--- config.mk ---
export PLATFORM = sky130hd
export DESIGN_NAME = time_of_day_clock_with_alarm
export DESIGN_NICKNAME = d
export VERILOG_FILES = /design/src/sv/tdc_pkg.sv /design/src/sv/time_of_day_clock_with_alarm.sv
export SDC_FILE = /design/constraint.sdc
export NUM_CORES = 1
export LEC_CHECK = 0
export ABC_AREA = 1
export BUFFER_PORTS_ARGS = -buffer_cell sky130_fd_sc_hd__buf_2
export CAP_MARGIN = 20
export CORE_MARGIN = 4
export CORE_UTILIZATION = 59
export DETAILED_ROUTE_END_ITERATION = 10
export PLACE_DENSITY = 0.82
export SLEW_MARGIN = 20
export SYNTH_ARGS = -nofsm -noshare
export SYNTH_HDL_FRONTEND = slang
export SYNTH_SLANG_ARGS = --single-unit
--- constraint.sdc ---
create_clock -name aclk -period 5.6 [get_ports aclk]
set_input_delay 0.84 -clock aclk [delete_from_list [all_inputs] [get_ports aclk]]
set_output_delay 0.84 -clock aclk [all_outputs]
set_load 0.01 [all_outputs]
--- src/sv/tdc_pkg.sv ---
`timescale 1ns / 1ps
`default_nettype none
// ----------------------------------------------------------------------------
// Time-of-day clock package
// Command and mode codes, field widths and the wrapping adder shared by the
// time-of-day clock with alarm.
// ----------------------------------------------------------------------------
package tdc_pkg;

    localparam int HourW     = 5;
    localparam int MinW      = 6;
    localparam int TickW     = 16;
    localparam int CmdW      = 3;
    localparam int ModeW     = 3;
    localparam int StepW     = 2;
    localparam int InDataW   = 24;
    localparam int OutDataW  = 56;

    localparam logic [TickW-1:0] TicksPerSecondReset = 16'd1000;
    localparam logic [MinW-1:0]  SecondsPerMinute    = 6'd60;
    localparam logic [MinW-1:0]  MinutesPerHour      = 6'd60;
    localparam logic [HourW-1:0] HoursPerDay         = 5'd24;

    // Command codes.
    localparam logic [CmdW-1:0] CMD_TICK         = 3'd0;
    localparam logic [CmdW-1:0] CMD_BEGIN_TIME   = 3'd1;
    localparam logic [CmdW-1:0] CMD_COMMIT_TIME  = 3'd2;
    localparam logic [CmdW-1:0] CMD_BEGIN_ALARM  = 3'd3;
    localparam logic [CmdW-1:0] CMD_COMMIT_ALARM = 3'd4;
    localparam logic [CmdW-1:0] CMD_ADJUST       = 3'd5;
    localparam logic [CmdW-1:0] CMD_LOAD_ALARM   = 3'd6;

    // Mode codes.
    localparam logic [ModeW-1:0] MODE_NORMAL    = 3'd0;
    localparam logic [ModeW-1:0] MODE_SET_HR    = 3'd1;
    localparam logic [ModeW-1:0] MODE_SET_MN    = 3'd2;
    localparam logic [ModeW-1:0] MODE_SET_AL_HR = 3'd3;
    localparam logic [ModeW-1:0] MODE_SET_AL_MN = 3'd4;

    // Adds a step of -2..1 to a value of 0..63 and wraps it into 0..modulus-1.
    // The biased sum is at most 63 + 1 + modulus, so three conditional subtractions
    // are enough for any modulus of 24 or more.
    function automatic logic [MinW-1:0] wrap_add(
        input logic [MinW-1:0]         value,
        input logic signed [StepW-1:0] delta,
        input logic [MinW-1:0]         modulus
    );
        logic [MinW+1:0] sum;
        sum = {2'b00, value} + {2'b00, modulus}
            + {{(MinW){delta[StepW-1]}}, delta};
        for (int i = 0; i < 3; i++) begin
            if (sum >= {2'b00, modulus}) begin
                sum = sum - {2'b00, modulus};
            end
        end
        return sum[MinW-1:0];
    endfunction

endpackage
`default_nettype wire

--- src/sv/time_of_day_clock_with_alarm.sv ---
`timescale 1ns / 1ps
`default_nettype none
// ----------------------------------------------------------------------------
// Time-of-day clock with alarm
// A 24-hour clock with one alarm and edit buffers, driven by one command per
// input request.
//
// Input stream: s_axis_tuser carries the command, s_axis_tdata the mode, step
// and alarm load values. Every accepted request yields exactly one result on
// the output stream, which reports the clock, the alarm, both edit buffers,
// the alarm match and the save request as they stand after that command.
// The command is decoded and applied in the cycle it is accepted; the result
// is registered and shows on m_axis_tvalid in the next cycle. One request is
// taken per cycle as long as the receiver takes results: s_axis_tready is
// high whenever the result register is empty or being emptied, so a stalled
// receiver holds one result and stops input until it is taken.
// cfg_we writes ticks_per_second (tick commands per second); write it only
// while no result is pending.
// The synchronous reset clears the clock, the alarm, the buffers and the
// prescaler, drops m_axis_tvalid and sets ticks_per_second to 1000.
// ----------------------------------------------------------------------------
module time_of_day_clock_with_alarm
    import tdc_pkg::*;
(
    input  wire logic                  aclk,
    input  wire logic                  aresetn,
    // Configuration: ticks_per_second.
    input  wire logic                  cfg_we,
    input  wire logic [TickW-1:0]      cfg_wdata,
    // Command stream.
    input  wire logic                  s_axis_tvalid,
    output logic                       s_axis_tready,
    // tdata, lowest bit up: mode[2:0], step[4:3], load_hour[9:5],
    // load_minute[15:10], load_armed[16], zero fill[23:17].
    input  wire logic [InDataW-1:0]    s_axis_tdata,
    // tuser: command[2:0].
    input  wire logic [CmdW-1:0]       s_axis_tuser,
    // Result stream.
    output logic                       m_axis_tvalid,
    input  wire logic                  m_axis_tready,
    // tdata, lowest bit up: hour[4:0], minute[10:5], second[16:11],
    // alarm hour[21:17], alarm minute[27:22], armed[28],
    // edit hour[33:29], edit minute[39:34],
    // alarm edit hour[44:40], alarm edit minute[50:45],
    // alarm match[51], save request[52], zero fill[55:53].
    output logic [OutDataW-1:0]        m_axis_tdata
);

    logic [TickW-1:0]  tps_reg;
    logic [TickW-1:0]  prescale_reg,  prescale_next;
    logic [MinW-1:0]   sec_reg,       sec_next;
    logic [MinW-1:0]   min_reg,       min_next;
    logic [HourW-1:0]  hour_reg,      hour_next;
    logic [HourW-1:0]  al_hour_reg,   al_hour_next;
    logic [MinW-1:0]   al_min_reg,    al_min_next;
    logic              armed_reg,     armed_next;
    logic [HourW-1:0]  ed_hour_reg,   ed_hour_next;
    logic [MinW-1:0]   ed_min_reg,    ed_min_next;
    logic [HourW-1:0]  ed_al_hour_reg, ed_al_hour_next;
    logic [MinW-1:0]   ed_al_min_reg,  ed_al_min_next;
    logic              save_next;
    logic              match_next;
    logic              out_valid_reg;
    logic [OutDataW-1:0] out_data_reg;

    logic                    accept;
    logic [CmdW-1:0]         cmd;
    logic [ModeW-1:0]        mode;
    logic signed [StepW-1:0] step;
    logic [HourW-1:0]        load_hour;
    logic [MinW-1:0]         load_min;
    logic                    load_armed;
    logic [TickW:0]          prescale_inc;
    logic                    alarm_sel;
    logic                    hour_sel;
    logic [HourW-1:0]        adj_hour_src;
    logic [MinW-1:0]         adj_min_src;
    logic [MinW-1:0]         adj_hour_res;
    logic [MinW-1:0]         adj_min_res;

    assign s_axis_tready = !out_valid_reg || m_axis_tready;
    assign accept        = s_axis_tvalid && s_axis_tready;
    assign m_axis_tvalid = out_valid_reg;
    assign m_axis_tdata  = out_data_reg;

    assign cmd        = s_axis_tuser;
    assign mode       = s_axis_tdata[2:0];
    assign step       = s_axis_tdata[4:3];
    assign load_hour  = s_axis_tdata[9:5];
    assign load_min   = s_axis_tdata[15:10];
    assign load_armed = s_axis_tdata[16];

    assign prescale_inc = {1'b0, prescale_reg} + {{TickW{1'b0}}, 1'b1};

    // Adjust picks the alarm buffer from the alarm-hour mode upward; only the
    // two hour modes touch an hour, every other code adjusts a minute.
    assign alarm_sel    = (mode >= MODE_SET_AL_HR);
    assign hour_sel     = (mode == MODE_SET_HR) || (mode == MODE_SET_AL_HR);
    assign adj_hour_src = alarm_sel ? ed_al_hour_reg : ed_hour_reg;
    assign adj_min_src  = alarm_sel ? ed_al_min_reg : ed_min_reg;
    assign adj_hour_res = wrap_add({1'b0, adj_hour_src}, step, {1'b0, HoursPerDay});
    assign adj_min_res  = wrap_add(adj_min_src, step, MinutesPerHour);

    always_comb begin
        prescale_next   = prescale_reg;
        sec_next        = sec_reg;
        min_next        = min_reg;
        hour_next       = hour_reg;
        al_hour_next    = al_hour_reg;
        al_min_next     = al_min_reg;
        armed_next      = armed_reg;
        ed_hour_next    = ed_hour_reg;
        ed_min_next     = ed_min_reg;
        ed_al_hour_next = ed_al_hour_reg;
        ed_al_min_next  = ed_al_min_reg;
        save_next       = 1'b0;
        unique case (cmd)
            CMD_TICK: begin
                if (mode != MODE_SET_HR && mode != MODE_SET_MN) begin
                    if (prescale_inc >= {1'b0, tps_reg}) begin
                        prescale_next = '0;
                        if (sec_reg + 6'd1 >= SecondsPerMinute) begin
                            sec_next = '0;
                            if (min_reg + 6'd1 >= MinutesPerHour) begin
                                min_next = '0;
                                if (hour_reg + 5'd1 >= HoursPerDay) begin
                                    hour_next = '0;
                                end else begin
                                    hour_next = hour_reg + 5'd1;
                                end
                            end else begin
                                min_next = min_reg + 6'd1;
                            end
                        end else begin
                            sec_next = sec_reg + 6'd1;
                        end
                    end else begin
                        prescale_next = prescale_inc[TickW-1:0];
                    end
                end
            end
            CMD_BEGIN_TIME: begin
                ed_hour_next = hour_reg;
                ed_min_next  = min_reg;
            end
            CMD_COMMIT_TIME: begin
                hour_next = ed_hour_reg;
                min_next  = ed_min_reg;
                sec_next  = '0;
            end
            CMD_BEGIN_ALARM: begin
                ed_al_hour_next = al_hour_reg;
                ed_al_min_next  = al_min_reg;
            end
            CMD_COMMIT_ALARM: begin
                al_hour_next = ed_al_hour_reg;
                al_min_next  = ed_al_min_reg;
                armed_next   = 1'b1;
                save_next    = 1'b1;
            end
            CMD_ADJUST: begin
                if (hour_sel) begin
                    if (alarm_sel) begin
                        ed_al_hour_next = adj_hour_res[HourW-1:0];
                    end else begin
                        ed_hour_next = adj_hour_res[HourW-1:0];
                    end
                end else begin
                    if (alarm_sel) begin
                        ed_al_min_next = adj_min_res;
                    end else begin
                        ed_min_next = adj_min_res;
                    end
                end
            end
            CMD_LOAD_ALARM: begin
                al_hour_next = load_hour;
                al_min_next  = load_min;
                armed_next   = load_armed;
            end
            default: begin
            end
        endcase
        match_next = (hour_next == al_hour_next) && (min_next == al_min_next)
                   && (sec_next == '0);
    end

    always_ff @(posedge aclk) begin
        if (!aresetn) begin
            tps_reg        <= TicksPerSecondReset;
            prescale_reg   <= '0;
            sec_reg        <= '0;
            min_reg        <= '0;
            hour_reg       <= '0;
            al_hour_reg    <= '0;
            al_min_reg     <= '0;
            armed_reg      <= 1'b0;
            ed_hour_reg    <= '0;
            ed_min_reg     <= '0;
            ed_al_hour_reg <= '0;
            ed_al_min_reg  <= '0;
            out_valid_reg  <= 1'b0;
        end else begin
            if (cfg_we) begin
                tps_reg <= cfg_wdata;
            end
            if (accept) begin
                prescale_reg   <= prescale_next;
                sec_reg        <= sec_next;
                min_reg        <= min_next;
                hour_reg       <= hour_next;
                al_hour_reg    <= al_hour_next;
                al_min_reg     <= al_min_next;
                armed_reg      <= armed_next;
                ed_hour_reg    <= ed_hour_next;
                ed_min_reg     <= ed_min_next;
                ed_al_hour_reg <= ed_al_hour_next;
                ed_al_min_reg  <= ed_al_min_next;
                out_valid_reg  <= 1'b1;
            end else if (m_axis_tready) begin
                out_valid_reg <= 1'b0;
            end
        end
    end

    always_ff @(posedge aclk) begin
        if (accept) begin
            out_data_reg <= {3'b000, save_next, match_next,
                             ed_al_min_next, ed_al_hour_next,
                             ed_min_next, ed_hour_next, armed_next,
                             al_min_next, al_hour_next,
                             sec_next, min_next, hour_next};
        end
    end

    // A save request always comes with an armed alarm in the same result.
    assert property (@(posedge aclk) disable iff (!aresetn)
        out_valid_reg && out_data_reg[52] |-> out_data_reg[28])
        else $error("save request without armed alarm");

    // A reported match implies the reported second is zero.
    assert property (@(posedge aclk) disable iff (!aresetn)
        out_valid_reg && out_data_reg[51] |-> out_data_reg[16:11] == '0)
        else $error("alarm match with nonzero second");

    // Committing the time edit restarts the seconds.
    assert property (@(posedge aclk) disable iff (!aresetn)
        accept && cmd == CMD_COMMIT_TIME |=> sec_reg == '0)
        else $error("seconds not cleared on time commit");

    // The live clock stays in range.
    assert property (@(posedge aclk) disable iff (!aresetn)
        sec_reg < SecondsPerMinute && min_reg < MinutesPerHour
        && hour_reg < HoursPerDay)
        else $error("live clock out of range");

    // A held result stays put while the receiver stalls.
    assert property (@(posedge aclk) disable iff (!aresetn)
        out_valid_reg && !m_axis_tready |=> out_valid_reg && $stable(out_data_reg))
        else $error("pending result lost or changed");

endmodule
`default_nettype wire

Yosys cells after proc, flatten, opt, wreduce, memory -nomap -nowiden
Cells that the tools add are included.
Cells by class
  shift operators: 0
  $mul: 0
  eq/ne operators: 12
  reduce and logical (&&, ||, !) cells: 11
  $lt $le $gt $ge: 11
  divide/modulo/power cells: 0
  muxes and demuxes: 42
  add/subtract/negate cells: 14
  bitwise logic cells: 0
Operators with widths (number)
  6-bit two-way mux: 13
  6-bit case mux with 2 select lines: 5
  5-bit two-way mux: 11
  5-bit case mux with 2 select lines: 4
  8-bit two-way mux: 4
  8-bit by 5-bit >= comparator with 1-bit output, second input constant: 3
  8-bit by 6-bit >= comparator with 1-bit output, second input constant: 3
  16-bit by 1-bit adder with 17-bit output, second input constant: 1
  17-bit by 16-bit >= comparator with 1-bit output: 1
  16-bit two-way mux: 1
  8-bit by 5-bit subtractor with 8-bit output, second input constant: 2
  8-bit by 6-bit subtractor with 8-bit output, second input constant: 2
  6-bit by 1-bit adder with 6-bit output, second input constant: 2
  6-bit >= comparator, second input constant: 2
  3-bit by 2-bit equality test with 1-bit output, second input constant: 3
  3-bit equality test, second input constant: 3
  7-bit by 2-bit adder with 8-bit output: 1
  7-bit by 8-bit adder with 8-bit output: 1
  6-bit by 6-bit adder with 7-bit output, second input constant: 1
  5-bit by 5-bit adder with 6-bit output, second input constant: 1
  3-bit by 1-bit equality test with 1-bit output, second input constant: 2
  6-bit equality test: 1
  6-bit logical NOT: 1
  6-bit subtractor, second input constant: 1
  15 further kinds: 21
Storage, ports and cells
  output and inout bits: 58
  bits in latches: 0
  memory bits (read-only): 0
  word-level logic and storage cells: 104
  register bits: 137
  bits in writable memories: 0
  input port bits: 48
  memories: 0

Longest topological paths before layout
  depth in word-level cells: 13
  mapped depth: 37
  mapped depth without buffers: 36

Worst setup path before layout
OpenSTA, ideal clock, no wires.
  kind: in2reg
  start: input port s_axis_tdata[0]
  end: register out_data_reg[38], in the netlist m_axis_tdata[38], data pin
  path buffers: 1
  setup time: 0.259 ns
  required time: 5.341 ns
  setup slack: 0.400 ns
  stages on the path: 29
  arrival: 4.941 ns
  cell sequence: nand2_1 -> nand2_4 -> clkbuf_1 -> o21ai_0 -> ha_1 -> ha_1 -> fa_1 -> xor2_1 -> ha_1 -> nand2_2 -> nor2_2 -> nor2_4 -> nand2_4 -> xor2_4 -> ha_1 -> nand3_4 -> o21ai_4 -> nand2_1 -> nand2_2 -> ha_1 -> inv_1 -> nor2_4 -> nand2_4 -> nand2_4 -> o21ai_2 -> nand2_1 -> nand2_1 -> nand2_1 -> nand2_1
On the way
  cells in the longest elaborated chain, start to end: 13
  elaborated cells on any way between the ends: 19
  those cells by class: add/sub (5); order compare (4); eq/ne (2); mux (7); reduce/logical (1)
RTL lines
  from (decl): line time_of_day_clock_with_alarm.sv:35  | input wire logic [InDataW-1:0] s_axis_tdata,
  3-bit by 2-bit >= comparator with 1-bit output: line time_of_day_clock_with_alarm.sv:97  | assign alarm_sel = (mode >= MODE_SET_AL_HR);
  6-bit two-way mux: line time_of_day_clock_with_alarm.sv:100  | assign adj_min_src = alarm_sel ? ed_al_min_reg : ed_min_reg;
  6-bit by 6-bit adder with 7-bit output: line tdc_pkg.sv:49  | sum = {2'b00, value} + {2'b00, modulus}
  7-bit by 8-bit adder with 8-bit output: line tdc_pkg.sv:50  | + {{(MinW){delta[StepW-1]}}, delta};
  8-bit by 6-bit subtractor with 8-bit output / 8-bit by 6-bit >= comparator with 1-bit output (equally long branches): line tdc_pkg.sv:53, tdc_pkg.sv:52
  8-bit two-way mux: line tdc_pkg.sv:52  | if (sum >= {2'b00, modulus}) begin
  8-bit by 6-bit subtractor with 8-bit output / 8-bit by 6-bit >= comparator with 1-bit output (equally long branches): line tdc_pkg.sv:53, tdc_pkg.sv:52
  8-bit two-way mux: line tdc_pkg.sv:52
  8-bit by 6-bit >= comparator with 1-bit output / 6-bit subtractor (equally long branches): line tdc_pkg.sv:52, tdc_pkg.sv:53
  6-bit two-way mux: line tdc_pkg.sv:52
  6-bit two-way mux: line time_of_day_clock_with_alarm.sv:169  | if (alarm_sel) begin
  6-bit two-way mux (*): line time_of_day_clock_with_alarm.sv:162  | if (hour_sel) begin
  6-bit case mux with 2 select lines (*): line time_of_day_clock_with_alarm.sv:117  | unique case (cmd)
  net ed_min_next[4]: line time_of_day_clock_with_alarm.sv:58  | logic [MinW-1:0] ed_min_reg, ed_min_next;
  to (signal assigned): line time_of_day_clock_with_alarm.sv:228  | out_data_reg <= {3'b000, save_next, match_next,
  to (decl): line time_of_day_clock_with_alarm.sv:64  | logic [OutDataW-1:0] out_data_reg;
The timed path passes the listed nets; every way through them passes the cells marked *.
A chain may end at the register's enable or synchronous reset.

Worst setup path after layout
  start: input port s_axis_tdata[0]
  end: register ed_min_reg[4]
On the way
  cells in the longest elaborated chain, start to end: 13
  elaborated cells on any way between the ends: 19
  those cells by class: add/sub (5); order compare (4); eq/ne (2); mux (7); reduce/logical (1)
RTL lines
  3-bit by 2-bit >= comparator with 1-bit output: line time_of_day_clock_with_alarm.sv:97
  6-bit two-way mux: line time_of_day_clock_with_alarm.sv:100
  6-bit by 6-bit adder with 7-bit output: line tdc_pkg.sv:49
  7-bit by 8-bit adder with 8-bit output: line tdc_pkg.sv:50
  8-bit by 6-bit subtractor with 8-bit output / 8-bit by 6-bit >= comparator with 1-bit output (equally long branches): line tdc_pkg.sv:53, tdc_pkg.sv:52
  8-bit two-way mux: line tdc_pkg.sv:52
  8-bit by 6-bit subtractor with 8-bit output / 8-bit by 6-bit >= comparator with 1-bit output (equally long branches): line tdc_pkg.sv:53, tdc_pkg.sv:52
  8-bit two-way mux: line tdc_pkg.sv:52
  8-bit by 6-bit >= comparator with 1-bit output / 6-bit subtractor (equally long branches): line tdc_pkg.sv:52, tdc_pkg.sv:53
  6-bit two-way mux: line tdc_pkg.sv:52
  6-bit two-way mux: line time_of_day_clock_with_alarm.sv:169
  6-bit two-way mux (*): line time_of_day_clock_with_alarm.sv:162
  6-bit case mux with 2 select lines (*): line time_of_day_clock_with_alarm.sv:117
  to (signal assigned): line time_of_day_clock_with_alarm.sv:216  | ed_min_reg <= ed_min_next;
  to (decl): line time_of_day_clock_with_alarm.sv:58
Every way passes the cells marked *; elsewhere a longest branch is shown, timed or not.

==> out/summary.txt <==
RUN STATUS
--------------------------------------------------------------------------------------
Run status                                                                finished, final reports clean

LOGIC SYNTHESIS
--------------------------------------------------------------------------------------
Ranking of synthesized cells by instance count                            273 x sky130_fd_sc_hd__nand2_1, 196 x sky130_fd_sc_hd__inv_1, 123 x sky130_fd_sc_hd__a21oi_1, 100 x sky130_fd_sc_hd__o21ai_0, 90 x sky130_fd_sc_hd__nor2_1
Register bit total from synthesis                                                  137
Mapped Cells                                                                      1258
Cell type contributing the most total cell area after synthesis           sky130_fd_sc_hd__dfxtp_1
Distinct cell type count after synthesis                                            52
Post-synthesis area per instance                                              7.27 µm²
Top area cells in the synthesized netlist                                 sky130_fd_sc_hd__dfxtp_1 18%, sky130_fd_sc_hd__edfxtp_1 17%, sky130_fd_sc_hd__nand2_1 11%
Most repeated cell in the gate-level netlist after synthesis              sky130_fd_sc_hd__nand2_1
Number of enable-type register cells in the synthesized netlist                     53
Cell area after synthesis                                                     9150 µm²
Post-synth top flop                                                       sky130_fd_sc_hd__dfxtp_1
Fraction of the yosys area taken by sequential cells                             35.8%
Post-synth top area share                                                        18.4%
Share of async-settable or async-resettable flops after synthesis                   0%
Number of warnings printed during yosys synthesis                                    0

WORST SETUP PATH
--------------------------------------------------------------------------------------
Startpoint type of the worst setup path                                     input port
Slowest stage delay, CP                                                        0.41 ns
Minimum setup slack among reg-to-reg paths                                     0.93 ns
Worst path arrival time                                                        5.50 ns
CP startpoint                                                             s_axis_tdata[0]
Critical path start-end classification                                    input port to register
Logic depth of the worst register-to-register path                                  23
Worst EP required                                                              5.93 ns
Launch instance of the worst register-to-register path                    prescale_reg[0]$_SDFFE_PN0P_
Worst-path cell with the longest stage delay                              sky130_fd_sc_hd__fa_1
Critical path fanouts, max                                                          23
Cell repeated most along the worst path                                   sky130_fd_sc_hd__nand2_1
Critical Path Sink                                                        ed_min_reg[4]$_SDFFE_PN0P_
End of the worst register-to-register path                                m_axis_tdata[51]$_DFFE_PP_
Capturing element type of the critical path                                   register

FLOORPLAN
--------------------------------------------------------------------------------------
Die width                                                                       133 µm
Placeable core region                                                        15200 µm²
Initial core utilization                                                         60.2%
Rows                                                                                45
Die height                                                                      133 µm
Number of ports placed on the die boundary                                         106
Die Area                                                                     17600 µm²

MIN PATH
--------------------------------------------------------------------------------------
HP Class                                                                  register to register
Depth of the worst hold-timing path                                                  2

CLOCK TREE
--------------------------------------------------------------------------------------
H-tree level count                                                                   4
Number of sinks on the clock net                                                   137
Max clock buf depth                                                                  2
Number of buffers inserted to repair setup after CTS                                 0
Clock-pin transition on the worst setup and hold timing paths                  0.06 ns
TritonCTS clock tree                                                             built
Number of buffers created by CTS                                                    17
Insertion delay of the later-clocked pin in the worst-skew pair                0.43 ns
Root buffer cell                                                          sky130_fd_sc_hd__clkbuf_16

PWR
--------------------------------------------------------------------------------------
Static leakage                                                                 5.10 nW
Maximum resistive drop on vdd                                                 0.268 mV
Power density over cell area                                                358 nW/µm²

FINISH
--------------------------------------------------------------------------------------
Share of final-layout standard cells stronger than drive strength 1              16.3%
Storage cell area                                                             3270 µm²
Number of flip-flops under the largest register name                                53
Number of inserted filler cells in the final layout                               1248
Antenna diodes                                                                       0
Layout overhead on the synthesized area                                          14.1%
Final standard cell utilization of the core                                      68.6%
Area of the multi-input gates                                                 4910 µm²
Number of nets in the finished design                                             1442

TIMING
--------------------------------------------------------------------------------------
Final WS setup                                                                0.428 ns
Final critical path time including I/O delays and setup                        5.17 ns
Final setup skew                                                            0.00594 ns
Post-route fraction of the period consumed by the critical path                  92.3%
Highest attainable clock frequency                                             193 MHz
Aggregate negative setup slack                                                    0 ns
Slew at the pin with the worst max-slew slack                                  1.05 ns
Setup repair after global routing missed its margin                                 no
Relative slew margins                                                            30.2%
Final-report hold violation count                                                    0
Number of endpoints failing setup at the final stage                                 0
Number of max-slew violations in the final report                                    0

GLOBAL ROUTING
--------------------------------------------------------------------------------------
Global routing usage on met3                                                     5.13%
Busiest layer in global routing                                                   met2
Global routing met2 resource utilization                                         45.9%
Number of global-route vias before repair                                         8151
Met1 Use GR                                                                      31.3%
Remaining Overflow, GRT                                                              0
Global router's overall resource usage                                           26.1%
Largest net degree at the start of global routing                                   99
Number of antenna violations at the first check in global routing                    0
Global-route wire length before repair                                        37800 µm

FLOW RUN
--------------------------------------------------------------------------------------
Maxcap violations                                                                    0

DRT
--------------------------------------------------------------------------------------
Aggregate routed wire length                                                  22700 µm
Routed via count divided by cell count                                            5.57
ANT nets after route                                                                 0
DR WL/cell                                                                     14.7 µm
Remaining routing DRC violations                                                     0
Drt first-iter violations                                                          886
Detailed Routing Iterations Pass 1                                                   6
Detailed-route via count                                                          8622

PLACED DESIGN
--------------------------------------------------------------------------------------
DPL Wire Length                                                               16600 µm
Worst slack, placed                                                          0.0213 ns
Weighted congestion reported at the end of routability-driven placement          0.932
Number of I/O port buffers                                                          95

layout by cell type (no fill, tap or decap), types with 10 or more instances in the layout:
cell                        instances
sky130_fd_sc_hd__nand2_1          272
sky130_fd_sc_hd__inv_1            196
sky130_fd_sc_hd__a21oi_1          123
sky130_fd_sc_hd__o21ai_0           99
sky130_fd_sc_hd__buf_2             95
sky130_fd_sc_hd__nor2_1            89
sky130_fd_sc_hd__dfxtp_1           84
sky130_fd_sc_hd__nand3_1           62
sky130_fd_sc_hd__edfxtp_1          53
sky130_fd_sc_hd__ha_1              45
sky130_fd_sc_hd__nand2_2           25
sky130_fd_sc_hd__xor2_1            21
sky130_fd_sc_hd__nand4_1           18
sky130_fd_sc_hd__clkbuf_16         18
sky130_fd_sc_hd__nor3_1            10
sky130_fd_sc_hd__o21ai_1           10
power by group:
part	internal (mW)	switching [mW]
Combinational	0.434	0.842
Clock	0.870	0.426
Sequential	1.12	0.0448
worst min path at each step:
stage,from,endpoint,slack (ns)
3_3_place_gp,tps_reg[15]$_SDFFE_PN0P_,tps_reg[15]$_SDFFE_PN0P_,0.45
4_1_cts,tps_reg[15]$_SDFFE_PN0P_,tps_reg[15]$_SDFFE_PN0P_,0.47
2_1_floorplan,tps_reg[15]$_SDFFE_PN0P_,tps_reg[15]$_SDFFE_PN0P_,0.44
3_5_place_dp,tps_reg[15]$_SDFFE_PN0P_,tps_reg[15]$_SDFFE_PN0P_,0.46
5_1_grt,tps_reg[4]$_SDFFE_PN0P_,tps_reg[4]$_SDFFE_PN0P_,0.50
6_report,tps_reg[15]$_SDFFE_PN0P_,tps_reg[15]$_SDFFE_PN0P_,0.46
stage by stage:
step / cells / power [mW] / hold slack, ns / area (µm²)
finish: 1548 / 3.74 / 0.462 / 10400
floorplan: 1260 / 2.18 / 0.435 / 9150
global placement: 1516 / 2.41 / 0.454 / 9750
CTS: 1548 / 3.74 / 0.465 / 10400
global route: 1548 / 3.95 / 0.499 / 10400
detailed placement: 1516 / 2.45 / 0.458 / 9750
timing repair:
action,CTS,global route
gates resized for setup,0,1
hold buffers,0,0
setup endpoints to repair,0,3
cell families after synthesis:
family                     share of synthesized area (%)
and+or+nand+nor                                     25.8
AOI/OAI and AO/OA                                   17.6
xor gates and xnor gates                            3.46
other                                             0.0410
buffers and inverters                               10.7
DFF                                                 35.8
adders and majority gates                           6.59
layout make-up:
class / count / area share [%]
Multi-Input combinational cell: 877 / 47.0
Sequential cell: 137 / 31.4
Inverter: 211 / 7.65
Timing Repair Buffer: 103 / 5.13
Clock buffer: 20 / 4.48
Tap cell: 188 / 2.25
Clock inverter: 12 / 2.07
critical path: cells and delay by family:
kind                       cells  cell delay, ns
adders and majority gates      6            1.60
AOI/OAI and AO/OA              3            0.41
xor gates and xnor gates       2            0.42
buffers and inverters          3            0.23
and+or+nand+nor               18            1.99
routing by layer:
metal  vias to the layer above  routed length, µm
met5                         -                  0
met4                         0                725
met3                        61               1860
met2                       388              11300
met1                      3869               8860
li1                       4304                  -
Note: power is estimated with default switching activity, not from simulation.
